`config.mk`:
```
export PLATFORM = sky130hd
export DESIGN_NAME = hfrl2_front
export DESIGN_NICKNAME = d
export VERILOG_FILES = /design/src/hfrl2_pkg.sv /design/src/hfrl2_front.sv
export SDC_FILE = /design/constraint.sdc
export NUM_CORES = 1
export LEC_CHECK = 0
export BUFFER_PORTS_ARGS = -buffer_cell sky130_fd_sc_hd__buf_2
export CAP_MARGIN = 20
export CORE_ASPECT_RATIO = 0.75
export CORE_MARGIN = 2
export CORE_UTILIZATION = 62
export CTS_CLUSTER_DIAMETER = 150
export CTS_CLUSTER_SIZE = 24
export DETAILED_ROUTE_END_ITERATION = 8
export PLACE_DENSITY_LB_ADDON = 0.12
export SYNTH_ARGS = -nofsm -noshare
export SYNTH_HDL_FRONTEND = slang
export SYNTH_SLANG_ARGS = --single-unit
```
`constraint.sdc`:
```
create_clock -name clock -period 12.11 [get_ports clock]
set_input_delay 1.8165 -clock clock [delete_from_list [all_inputs] [get_ports clock]]
set_output_delay 1.8165 -clock clock [all_outputs]
set_load 0.1 [all_outputs]
```
`src/hfrl2_pkg.sv`:
```
package hfrl2_pkg;

   localparam int ACC_FRAC_BITS = 20;
   // squares carry 48 fraction bits before truncation to the sum format
   localparam int SQ_SHIFT = 48 - ACC_FRAC_BITS;
   localparam int SQ_W = SQ_SHIFT + 64;

   localparam int HALF_MAG_W = 40;
   localparam int MAG_W = 41;
   localparam int LO_W = 24;
   localparam int HI_W = MAG_W - LO_W;

   localparam int QUEUE_DEPTH = 4;

   localparam logic [31:0] ONE_Q8_24 = 32'h0100_0000;
   localparam logic [4:0] EXP_SPECIAL = 5'h1f;

   typedef enum logic [1:0] {
      KIND_ADD,
      KIND_SKIP,
      KIND_BAD
   } kind_type;

   typedef struct packed {
      logic [15:0] reference_half;
      logic [15:0] approx_half;
      logic        last_pair;
   } req_type;

   typedef struct packed {
      logic [31:0] relative_error;
      logic        within_threshold;
      logic        saturated;
   } rsp_type;

   typedef struct packed {
      kind_type           kind;
      logic               last;
      logic [MAG_W-1:0]   diff_mag;
      logic [MAG_W-1:0]   ref_mag;
   } entry_type;

   typedef struct packed {
      logic      valid;
      entry_type entry;
   } head_type;

   // exact magnitude of a finite half, in units of 2^-24
   function automatic logic [HALF_MAG_W-1:0] half_mag(input logic [15:0] h);
      logic [4:0] e;
      logic [HALF_MAG_W-1:0] m;
      e = h[14:10];
      m = {{(HALF_MAG_W-11){1'b0}}, 1'b1, h[9:0]};
      if (e == 5'd0) begin
         return {{(HALF_MAG_W-10){1'b0}}, h[9:0]};
      end
      return m << (e - 5'd1);
   endfunction

endpackage

```
`src/hfrl2_front.sv`:
```
module hfrl2_front (
   input  logic              clock,
   input  logic              reset,
   input  hfrl2_pkg::req_type req_payload,
   input  logic              req_valid,
   output logic              req_stall,
   input  logic              pop,
   output hfrl2_pkg::head_type head
);

   localparam int PTR_W = $clog2(hfrl2_pkg::QUEUE_DEPTH);
   localparam int CNT_W = $clog2(hfrl2_pkg::QUEUE_DEPTH + 1);
   localparam int SW = hfrl2_pkg::MAG_W + 1;

   hfrl2_pkg::entry_type entries_ff [hfrl2_pkg::QUEUE_DEPTH];
   logic [PTR_W-1:0] wr_ptr_ff, rd_ptr_ff;
   logic [CNT_W-1:0] count_ff;

   logic [hfrl2_pkg::HALF_MAG_W-1:0] ref_m, app_m;
   logic signed [SW-1:0] ref_s, app_s, diff_s;
   logic ref_finite, app_finite, push;
   hfrl2_pkg::entry_type new_entry;

   always_comb begin
      ref_m = hfrl2_pkg::half_mag(req_payload.reference_half);
      app_m = hfrl2_pkg::half_mag(req_payload.approx_half);
      ref_finite = req_payload.reference_half[14:10] != hfrl2_pkg::EXP_SPECIAL;
      app_finite = req_payload.approx_half[14:10] != hfrl2_pkg::EXP_SPECIAL;
      ref_s = req_payload.reference_half[15] ? -$signed({2'b00, ref_m})
                                             : $signed({2'b00, ref_m});
      app_s = req_payload.approx_half[15] ? -$signed({2'b00, app_m})
                                          : $signed({2'b00, app_m});
      diff_s = app_s - ref_s;
      new_entry.last = req_payload.last_pair;
      new_entry.ref_mag = {1'b0, ref_m};
      new_entry.diff_mag = diff_s[SW-1] ? hfrl2_pkg::MAG_W'(-diff_s)
                                        : hfrl2_pkg::MAG_W'(diff_s);
      if (!ref_finite) begin
         new_entry.kind = hfrl2_pkg::KIND_SKIP;
      end else if (!app_finite) begin
         new_entry.kind = hfrl2_pkg::KIND_BAD;
      end else begin
         new_entry.kind = hfrl2_pkg::KIND_ADD;
      end
   end

   assign req_stall = count_ff == CNT_W'(hfrl2_pkg::QUEUE_DEPTH);
   assign push = req_valid && !req_stall;
   assign head.valid = count_ff != '0;
   assign head.entry = entries_ff[rd_ptr_ff];

   always_ff @(posedge clock) begin
      if (push) begin
         entries_ff[wr_ptr_ff] <= new_entry;
      end
   end

   always_ff @(posedge clock) begin
      if (reset) begin
         wr_ptr_ff <= '0;
         rd_ptr_ff <= '0;
         count_ff <= '0;
      end else begin
         if (push) begin
            wr_ptr_ff <= (wr_ptr_ff == PTR_W'(hfrl2_pkg::QUEUE_DEPTH - 1)) ? '0
                                                                          : wr_ptr_ff + 1'b1;
         end
         if (pop) begin
            rd_ptr_ff <= (rd_ptr_ff == PTR_W'(hfrl2_pkg::QUEUE_DEPTH - 1)) ? '0
                                                                          : rd_ptr_ff + 1'b1;
         end
         if (push && !pop) begin
            count_ff <= count_ff + 1'b1;
         end else if (pop && !push) begin
            count_ff <= count_ff - 1'b1;
         end
      end
   end

endmodule

```
======== After elaboration in Yosys (flattened, before gate mapping) ========
Memories as Yosys holds them, arrays and structs flattened. A register that Yosys moved wholly into a read port is not among the register bits.
Index checks and enable logic that the tools add are counted.
W data, S select, Z words.
operators by class
  order comparisons ....................... 0
  equal/unequal tests ..................... 5
  bitwise gates (word level) .............. 0
  $mul .................................... 0
  reductions and logical operators ........ 10
  shift-type cells ........................ 2
  div/mod/pow operators ................... 0
  multiplexer cells ....................... 19
  $add $sub $neg .......................... 10
operators with widths
  operator               count
  $mux W40               4
  $mux W42               2
  $neg A40 Y42           2
  $shl A11 B5 Y40        2
  $sub A42 B42 Y42       1
  $mux W41               1
  $neg A41 Y41           1
  $mux W2                6
  $logic_not A5 Y1       2
  $ne A5 B5 Y1 const B   2
  $sub A5 B1 Y5 const B  2
  $mux W3                2
  $add A2 B1 Y2 const B  2
  $eq A2 B2 Y1 const B   2
  $mux W1                4
  $add A3 B1 Y3 const B  1
  $eq A3 B3 Y1 const B   1
  $logic_and A1 B1 Y1    3
  $logic_not A1 Y1       3
  $reduce_bool A3 Y1     1
  $sub A3 B1 Y3 const B  1
  $reduce_bool A2 Y1     1
word-level totals
  output and inout bits ................... 87
  bits in registers ....................... 7
  memories ................................ 1
  latch bits .............................. 0
  RAM bits ................................ 336
  word-level logic and storage cells ...... 50
  bits of input ports ..................... 37
  ROM bits ................................ 0
memory list
  name        depth  width  read ports  clocked after Yosys merged registers in  wr ports  line               source
  entries_ff  4      84     1           1                                        1         hfrl2_front.sv:15  hfrl2_pkg::entry_type entries_ff [hfrl2_pkg::QUEUE_DEPTH];

======== Longest topological paths before layout ========
Gate-level depths: netlist (run 1).
  depth after elaboration ................. 8
  gate-level depth with buffers ........... 34
  gate-level depth less buffers ........... 28

======== Worst setup path after synthesis (run 1) ========
OpenSTA, ideal clock, no wires.
  path type ............................... in2reg
  from .................................... input req_payload[27] (netlist bit)
  to ...................................... memory entries_ff[0][80] (netlist bit), data pin
  data arrival time ....................... 8.728 ns
  path slack .............................. 3.100 ns
  required time ........................... 11.828 ns
  library setup time ...................... 0.282 ns
  path buffers ............................ 5
  stages on the path ...................... 28
  path through ............................ buf_4 buf_2 buf_2 inv_1 ha_1 clkbuf_1 mux2_2 a21oi_1 a21o_1 o21ai_0 or4_1 or3_1 nand2b_1 or2_2 o21ai_0 xor2_1 ha_1 clkbuf_1 nand2_1 or3_1 a31oi_1 nor2_1 o41ai_1 a211oi_1 xnor2_1 or3_1 o41ai_1 xnor2_1
RTL lines
  what             line               source
  start, declared  hfrl2_front.sv:4   input hfrl2_pkg::req_type req_payload,
  end, declared    hfrl2_front.sv:15

==> run_results.csv, run 1 <==
group,metric,value,unit
status,outcome,"completed",
power_and_ir_drop,powerDensity,217,nW/µm²
floorplan,fp.dieH,162,µm
synthesis,netlist_area,20700,µm²
worst_setup_path,required,12.38,ns
drt,ant_nets,0,
place,dp_hpwl,40.7,mm
sta,worst_pin_slew,1.11,ns
clocking,cts-root-buf,"clkbuf_16",
place,dp_cells,2190,
worst_setup_path,crit_arrival,10.42,ns
clocking,ctsHoldBuffers,0,
clocking,cts_inserted_buffers,18,
synthesis,ys_ff_latch,345,
floorplan,initial_utilization,63.4,%
worst_hold_path,hold_path.startpoint,"count_ff[2]",
worst_setup_path,crit_path_end_kind,"flop",
synthesis,ys_seq_area_share,49.7,%
sta,setup_violations,0,
drt,wl_per_cell,24.8,µm
finish,layout-drive-gt1-share,18.0,%
sta,rsz0062_at_grt,"no",
finish,utilization,67.9,%
drt,drc,0,
synthesis,synth.top_cells.by_area,"edfxtp_1 (49%), mux4_2 (11%), xnor2_1 (3.7%)",
sta,drv_slew,0,
worst_setup_path,cp_max_fo,28,
drt,drt-pass1-iter-count,6,
clocking,cts.repair.resized,0,
worst_setup_path,cp_cell_sequence,"buf_2 > inv_1 > ha_1 > mux2_2 > a21oi_1 > a21o_1 > o21ai_0 > or4_1 > or3_1 > nand2b_1 > or2_2 > o21ai_0 > xor2_1 > ha_1 > nand2_1 > or3_1 > a31oi_1 > nor2_1 > o41ai_1 > xnor2_1 > nor4_1 > nand2_1 > o41ai_1 > xnor2_1",
synthesis,synth_cells,1700,
sta,setup_ws,1.96,ns
worst_setup_path,crit_buf_inv,2,
synthesis,yosysTopAreaCell,"edfxtp_1",
global_route,grt_pass1_wl,83.7,mm
global_route,grt_max_degree,57,
finish,fill_cells,2370,
drt,vias,15100,
finish,final_cells,2219,
drt,via_per_inst,6.80,
place,port_buffers,122,
floorplan,die_w,215,µm
power_and_ir_drop,finalPower,4800,µW
clocking,htree_levels,1,
worst_hold_path,min_path_cells,2,
synthesis,async_flop_share,0,%
worst_hold_path,hold-path-endpoint,"count_ff[2]",
worst_setup_path,critPathTopFamily,"simple AND/OR/NAND/NOR gates",
sta,period_share,83.9,%
place,finalWeightedCongestion,1.02,
worst_setup_path,rr_worst_depth,4,
sta,finalClockSkew,0.0141,ns
clocking,clk_latency,0.53,ns
global_route,overflow,0,
sta,fmaxAchievable,98.5,MHz
worst_setup_path,r2r-start,"count_ff[0]",
synthesis,synth-main-ff-cell,"edfxtp_1",
global_route,first_global_vias,13900,
worst_setup_path,worstSetupStartpointType,"input pin",
floorplan,dieArea,34800,µm²
sta,period_minus_slack,10.15,ns
worst_setup_path,rr_endpoint,"entries_ff[0][49]",
clocking,clockBufferDepth,3,
floorplan,row_count,57,
clocking,cts_tree,"done",
clocking,cts_num_sinks,345,
floorplan,boundaryPins,124,
worst_setup_path,max_stage_delay,0.72,ns
sta,finalHoldViolations,0,
synthesis,synth_top_cell_area_share,48.9,%
synthesis,syn-num-nets,1795,
worst_setup_path,ff2ff_setup_slack,9.27,ns
clocking,path_clk_slew,0.09,ns
worst_setup_path,slowest_stage,"ha_1",
sta,slew_headroom,25.7,%
power_and_ir_drop,irDropWorstVdd,0.000221,V
power_and_ir_drop,leakage,0.00771,µW
finish,antennaDiodeCount,0,
clocking,post_cts_buffers,0,
global_route,antenna_found_initial,0,
finish,syn2layout_area_growth,7.14,%
synthesis,avgSynthCellArea,12.1,µm²
worst_hold_path,hold_path_class,"reg2reg",
floorplan,core-area,32600,µm²
sta,tns,0,ns
synthesis,synth_warnings,0,
flow_run,drv_cap,0,
drt,drt_iter0_markers,1843,
drt,wirelength,55.0,mm
global_route,grtUsageTotal,31.3,%
finish,final_nets,1864,
synthesis,synth.distinct_cells,93,
place,place_ws,1.67,ns
synthesis,synth_edf_count,336,
worst_setup_path,path_class,"in2reg",
==> power breakdown <==
| part | switching (µW) | total (µW) | internal, µW |
|---|---|---|---|
| Clock | 365 | 648 | 283 |
| Sequential | 53.4 | 1740 | 1690 |
| Combinational | 1760 | 2410 | 644 |
==> sequential cells by signal (all words and copies together), names as in the netlist, named ones only <==
register    cells
count_ff        3
entries_ff    336
rd_ptr_ff       2
wr_ptr_ff       2
==> metrics by stage <==
stage / hold slack [ns] / cell area [µm²]
2_1_floorplan: 0.455 / 20700
3_3_place_gp: 0.483 / 21600
3_5_place_dp: 0.494 / 21600
4_1_cts: 0.515 / 22100
5_1_grt: 0.528 / 22100
6_report: 0.521 / 22100
==> worst min-delay path, delay by kind of cell (launching register included) <==
kind	cells	cell delay, ns
flip-flops	1	0.34
AO/OA/AOI/OAI	2	0.14
==> routing by layer <==
metal	track usage [%]	wire length (µm)	vias to the layer above
met5	0	0	-
met4	4.64	837	0
met3	5.22	5290	48
met2	45.9	24100	731
met1	50.2	24800	7535
li1	-	-	6768
==> logic make-up (layout without fill, tap and decap cells) <==
logic type,count (synthesis),after routing,share of synthesized area (%)
other,1,1,0.0182
adders and majority gates,58,58,3.59
and+or+nand+nor,469,469,11.4
DFF,345,345,49.7
AOI/OAI and AO/OA,416,416,13.6
muxes,136,136,12.8
buffers and inverters,129,206,2.53
xor gates and xnor gates,146,146,6.23
==> layout by cell type, fill, tap and decap left out, drive strengths merged, types with 8 or more instances in the layout <==
cell type,n
a211oi,9
a21boi,11
a21o,29
a21oi,71
a31oi,19
and2,15
and3,9
buf,142
clkbuf,27
dfxtp,9
edfxtp,336
ha,56
inv,35
mux2,9
mux2i,25
mux4,102
nand2,139
nand2b,25
nand3,26
nand4,19
nor2,102
nor2b,14
nor3,25
nor4,12
o211ai,11
o21a,9
o21ai,116
o22ai,14
o31a,8
o31ai,29
o41ai,13
or2,17
or3,23
or4,11
xnor2,88
xor2,58
==> worst max-delay path by stage <==
stage	from	endpoint	slack, ns	cells past startpoint
floorplan	req_payload[27]	entries_ff[0][80]	3.10	28
global placement	req_payload[27]	entries_ff[0][80]	1.82	24
detailed placement	req_payload[27]	entries_ff[0][80]	1.67	24
CTS	req_payload[27]	entries_ff[0][80]	2.21	24
global route	req_payload[27]	entries_ff[0][80]	1.37	24
finish	req_payload[27]	entries_ff[1][80]	1.96	24
==> synth_stat cells, types with 6 or more instances <==
cell type	instances
a211oi_1	9
a21boi_0	10
a21o_1	29
a21oi_1	71
a31oi_1	19
and2_1	13
and3_1	9
and4_1	7
buf_1	10
buf_2	21
clkbuf_1	60
dfxtp_1	9
edfxtp_1	336
ha_1	56
inv_1	33
mux2_2	9
mux2i_1	25
mux4_2	102
nand2_1	139
nand2b_1	25
nand3_1	26
nand3b_1	6
nand4_1	19
nor2_1	102
nor2b_1	14
nor3_1	25
nor3b_1	6
nor4_1	10
o211ai_1	11
o21a_1	9
o21ai_0	98
o21ai_1	18
o22ai_1	14
o31a_1	8
o31ai_1	27
o41ai_1	12
or2_2	17
or3_1	23
or4_1	11
xnor2_1	87
xor2_1	58
==> layout make-up <==
class	count	area [µm²]	share of cell area, %
flip-flops and latches	345	10300	46.4
multi-input cells	1226	9880	44.7
repair buffers	143	768	3.47
well taps	442	553	2.50
clock buffers	26	480	2.17
inverters	35	131	0.594
clock inverters	2	32.5	0.147
Power figures use the tool's default switching activity.
==> run 2: changes to the inputs <==
--- a/config.mk
+++ b/config.mk
@@ -9,7 +9,7 @@
 export CAP_MARGIN = 20
 export CORE_ASPECT_RATIO = 0.75
 export CORE_MARGIN = 2
-export CORE_UTILIZATION = 62
+export CORE_UTILIZATION = 56
 export CTS_CLUSTER_DIAMETER = 150
 export CTS_CLUSTER_SIZE = 24
 export DETAILED_ROUTE_END_ITERATION = 8
==> constraint.sdc (replaced) <==
create_clock -name clock -period 8.2 [get_ports clock]
set_input_delay 1.23 -clock clock [delete_from_list [all_inputs] [get_ports clock]]
set_output_delay 1.23 -clock clock [all_outputs]
set_load 0.1 [all_outputs]
==> run 2 against run 1 <==
  * Non-clock buffer count increased by 109
  * Critical path depth unchanged
  * Critical path type unchanged
  * Clock power increased by 48%
  * Global-route usage decreased by 3.0 points
  * Sequential share of layout area decreased by 1.9 points
  * Largest power group unchanged
  * Utilization decreased by 4.0 points
  * Register-to-register slack got worse by 3.8 ns
  * Total power increased by 52%
  * Sequential cell count unchanged
  * Worst hold slack improved by 0.0077 ns
  * Design area increased by 4.3%
  * Highest routed layer unchanged
==> run_results.csv, run 2 (synthesis gave the netlist of run 1 again) <==
group,metric,value,unit
worst_setup_path,rr_endpoint,"entries_ff[3][44]",
finish,fill_cells,2811,
drt,drt_iter0_markers,1596,
floorplan,fp.dieH,170,µm
power_and_ir_drop,power_switching,3240,µW
finish,layout-drive-gt1-share,23.0,%
flow_run,drv_cap,0,
finish,antennaDiodeCount,0,
worst_hold_path,hold_path.startpoint,"count_ff[2]",
power_and_ir_drop,pwr-share-comb,51.6,%
drt,via_per_inst,6.39,
power_and_ir_drop,powerDensity,315,nW/µm²
global_route,antenna_found_initial,0,
finish,regMostFlops,"entries_ff",
worst_setup_path,worstSetupStartpointType,"input pin",
worst_hold_path,hold-path-endpoint,"count_ff[2]",
finish,final_common_cell,"edfxtp_1",
power_and_ir_drop,intPower,4040,µW
finish,final_cell_mix,"edfxtp_1 (336), nand2_1 (139), buf_4 (128)",
floorplan,core-area,36100,µm²
floorplan,die_w,226,µm
clocking,clockBufferDepth,3,
worst_setup_path,path_class,"in2reg",
drt,drc,0,
sta,rsz0062_at_grt,"no",
drt,wl_per_cell,22.9,µm
finish,final_cells,2382,
place,port_buffers,122,
power_and_ir_drop,irDropWorstVdd,0.000219,V
global_route,overflow,0,
clocking,cts_tree,"done",
place,finalWeightedCongestion,1.01,
worst_hold_path,hold_path_class,"reg2reg",
clocking,clk_latency,0.54,ns
power_and_ir_drop,sw_frac_of_total,44.5,%
sta,finalHoldViolations,0,
clocking,post_cts_buffers,0,
power_and_ir_drop,pwr-share-seq,35.3,%
global_route,grt_max_degree,60,
clocking,path_clk_slew,0.10,ns
finish,largest_reg_flops,336,
finish,top_regs,"entries_ff: 336 flops, count_ff: 3 flops",
sta,period_minus_slack,7.67,ns
worst_setup_path,crit_arrival,7.94,ns
worst_setup_path,required,8.47,ns
worst_setup_path,slowest_stage,"o41ai_2",
sta,drv_slew,0,
worst_setup_path,crit_path_end_kind,"flop",
global_route,use_met1,44.5,%
global_route,grt-busiest-layer,"met1",
global_route,grtUsageTotal,28.3,%
place,dp_cells,2354,
sta,timing.hold.ws,0.528,ns
global_route,first_global_vias,14200,
sta,worst_pin_slew,1.04,ns
drt,drt-pass1-iter-count,6,
sta,slew_headroom,30.3,%
sta,tns,0,ns
sta,period_share,93.5,%
global_route,grt_pass1_wl,83.5,mm
floorplan,boundaryPins,124,
status,outcome,"completed",
place,dp_hpwl,40.8,mm
clocking,cts-root-buf,"clkbuf_16",
finish,final_nets,1973,
power_and_ir_drop,leakage,0.00826,µW
global_route,grt_util_met3,5.39,%
sta,finalClockSkew,0.0124,ns
worst_setup_path,cp_max_fo,10,
clocking,cts_num_sinks,345,
clocking,cts_inserted_buffers,18,
worst_setup_path,ff2ff_setup_slack,5.49,ns
worst_hold_path,min_path_cells,2,
finish,multiInputGateArea,9920,µm²
floorplan,initial_utilization,57.2,%
drt,wirelength,54.5,mm
drt,vias,15200,
power_and_ir_drop,p_clk_share,13.1,%
finish,syn2layout_area_growth,11.7,%
floorplan,dieArea,38400,µm²
worst_setup_path,rr_worst_depth,4,
global_route,use_met2,42.1,%
worst_setup_path,cp_cell_sequence,"buf_2 > inv_1 > ha_1 > mux2_2 > a21oi_2 > o21ai_0 > a211o_1 > or4_1 > or3_1 > nand2b_1 > or2_2 > o21ai_0 > xor2_1 > ha_1 > nand2_1 > nor2_1 > nand3_1 > o41ai_2 > a31oi_1 > xnor2_1 > or2_2 > or3_1 > o41ai_1 > xnor2_1",
finish,ff_latch_area,10300,µm²
drt,ant_nets,0,
floorplan,row_count,60,
clocking,htree_levels,1,
sta,fmaxAchievable,130,MHz
worst_setup_path,r2r-start,"count_ff[0]",
sta,setup_violations,0,
worst_setup_path,max_stage_delay,0.68,ns
-- run 2: changes by cell type in the layout (fill, tap and decap cells not counted), moves of 2 or more --
| cell | previous run | this run |
|---|---|---|
| buf_4 | 20 | 128 |
| buf_12 | 0 | 2 |
| o41ai_1 | 12 | 10 |
| o41ai_2 | 1 | 3 |
| xnor2_1 | 87 | 85 |
| xnor2_2 | 1 | 3 |
-- run 2: metrics by stage --
step / total power (µW) / instance area (µm²) / util, % / worst slack (ns)
floorplan: 5380 / 20700 / - / 0.00404
global placement: 6260 / 22500 / 62.4 / 0.129
detailed placement: 6320 / 22500 / 62.4 / 0.0562
CTS: 7280 / 23100 / 63.8 / 0.612
global route: 7620 / 23100 / 63.9 / 0.0470
finish: 7280 / 23100 / 63.9 / 0.531
-- run 2: final cells by class --
| class | count | share of cell area (%) |
|---|---|---|
| Clock inverter | 2 | 0.141 |
| Timing Repair Buffer | 252 | 6.98 |
| Clock buffer | 26 | 2.08 |
| Inverter | 35 | 0.586 |
| Sequential cell | 345 | 44.5 |
| Tap cell | 496 | 2.69 |
| Multi-Input combinational cell | 1226 | 43.0 |
-- run 2: repair_timing --
item,CTS,global route
setup endpoints to repair,0,55
resized for setup,0,3
hold buffers,0,0
-- run 2: metal layers --
layer,vias to the layer above,part of all wire (%)
li1,6991,-
met1,7575,47
met2,601,44
met3,44,8.1
met4,0,1.2
met5,-,0
-- run 2: how the worst max path moves through the flow --
| stage | startpoint | endpoint | slack [ns] | cells past startpoint |
|---|---|---|---|---|
| 6_report | req_payload[27] | entries_ff[3][80] | 0.53 | 24 |
| 5_1_grt | req_payload[27] | entries_ff[3][80] | 0.05 | 24 |
| 4_1_cts | req_payload[11] | entries_ff[0][69] | 0.61 | 26 |
| 3_5_place_dp | req_payload[27] | entries_ff[0][80] | 0.06 | 24 |
| 3_3_place_gp | req_payload[27] | entries_ff[0][80] | 0.13 | 24 |
| 2_1_floorplan | req_payload[27] | entries_ff[0][80] | 0.004 | 29 |
-- run 2: power groups by stage --
| stage | sequential, µW | clock (µW) | combinational [µW] |
|---|---|---|---|
| floorplan | 2580 | 0 | 2800 |
| global placement | 2590 | 0 | 3670 |
| detailed placement | 2610 | 0 | 3710 |
| CTS | 2570 | 980 | 3730 |
| global route | 2590 | 1030 | 4000 |
| finish | 2570 | 956 | 3750 |
-- run 2: worst max-delay path, delay by kind of cell --
family	cells	cell delay, ns
adders and majority gates	2	0.94
muxes	1	0.42
AOI/OAI and AO/OA	7	2.16
xor gates and xnor gates	3	0.51
and+or+nand+nor	9	2.53
buffers and inverters	2	0.15
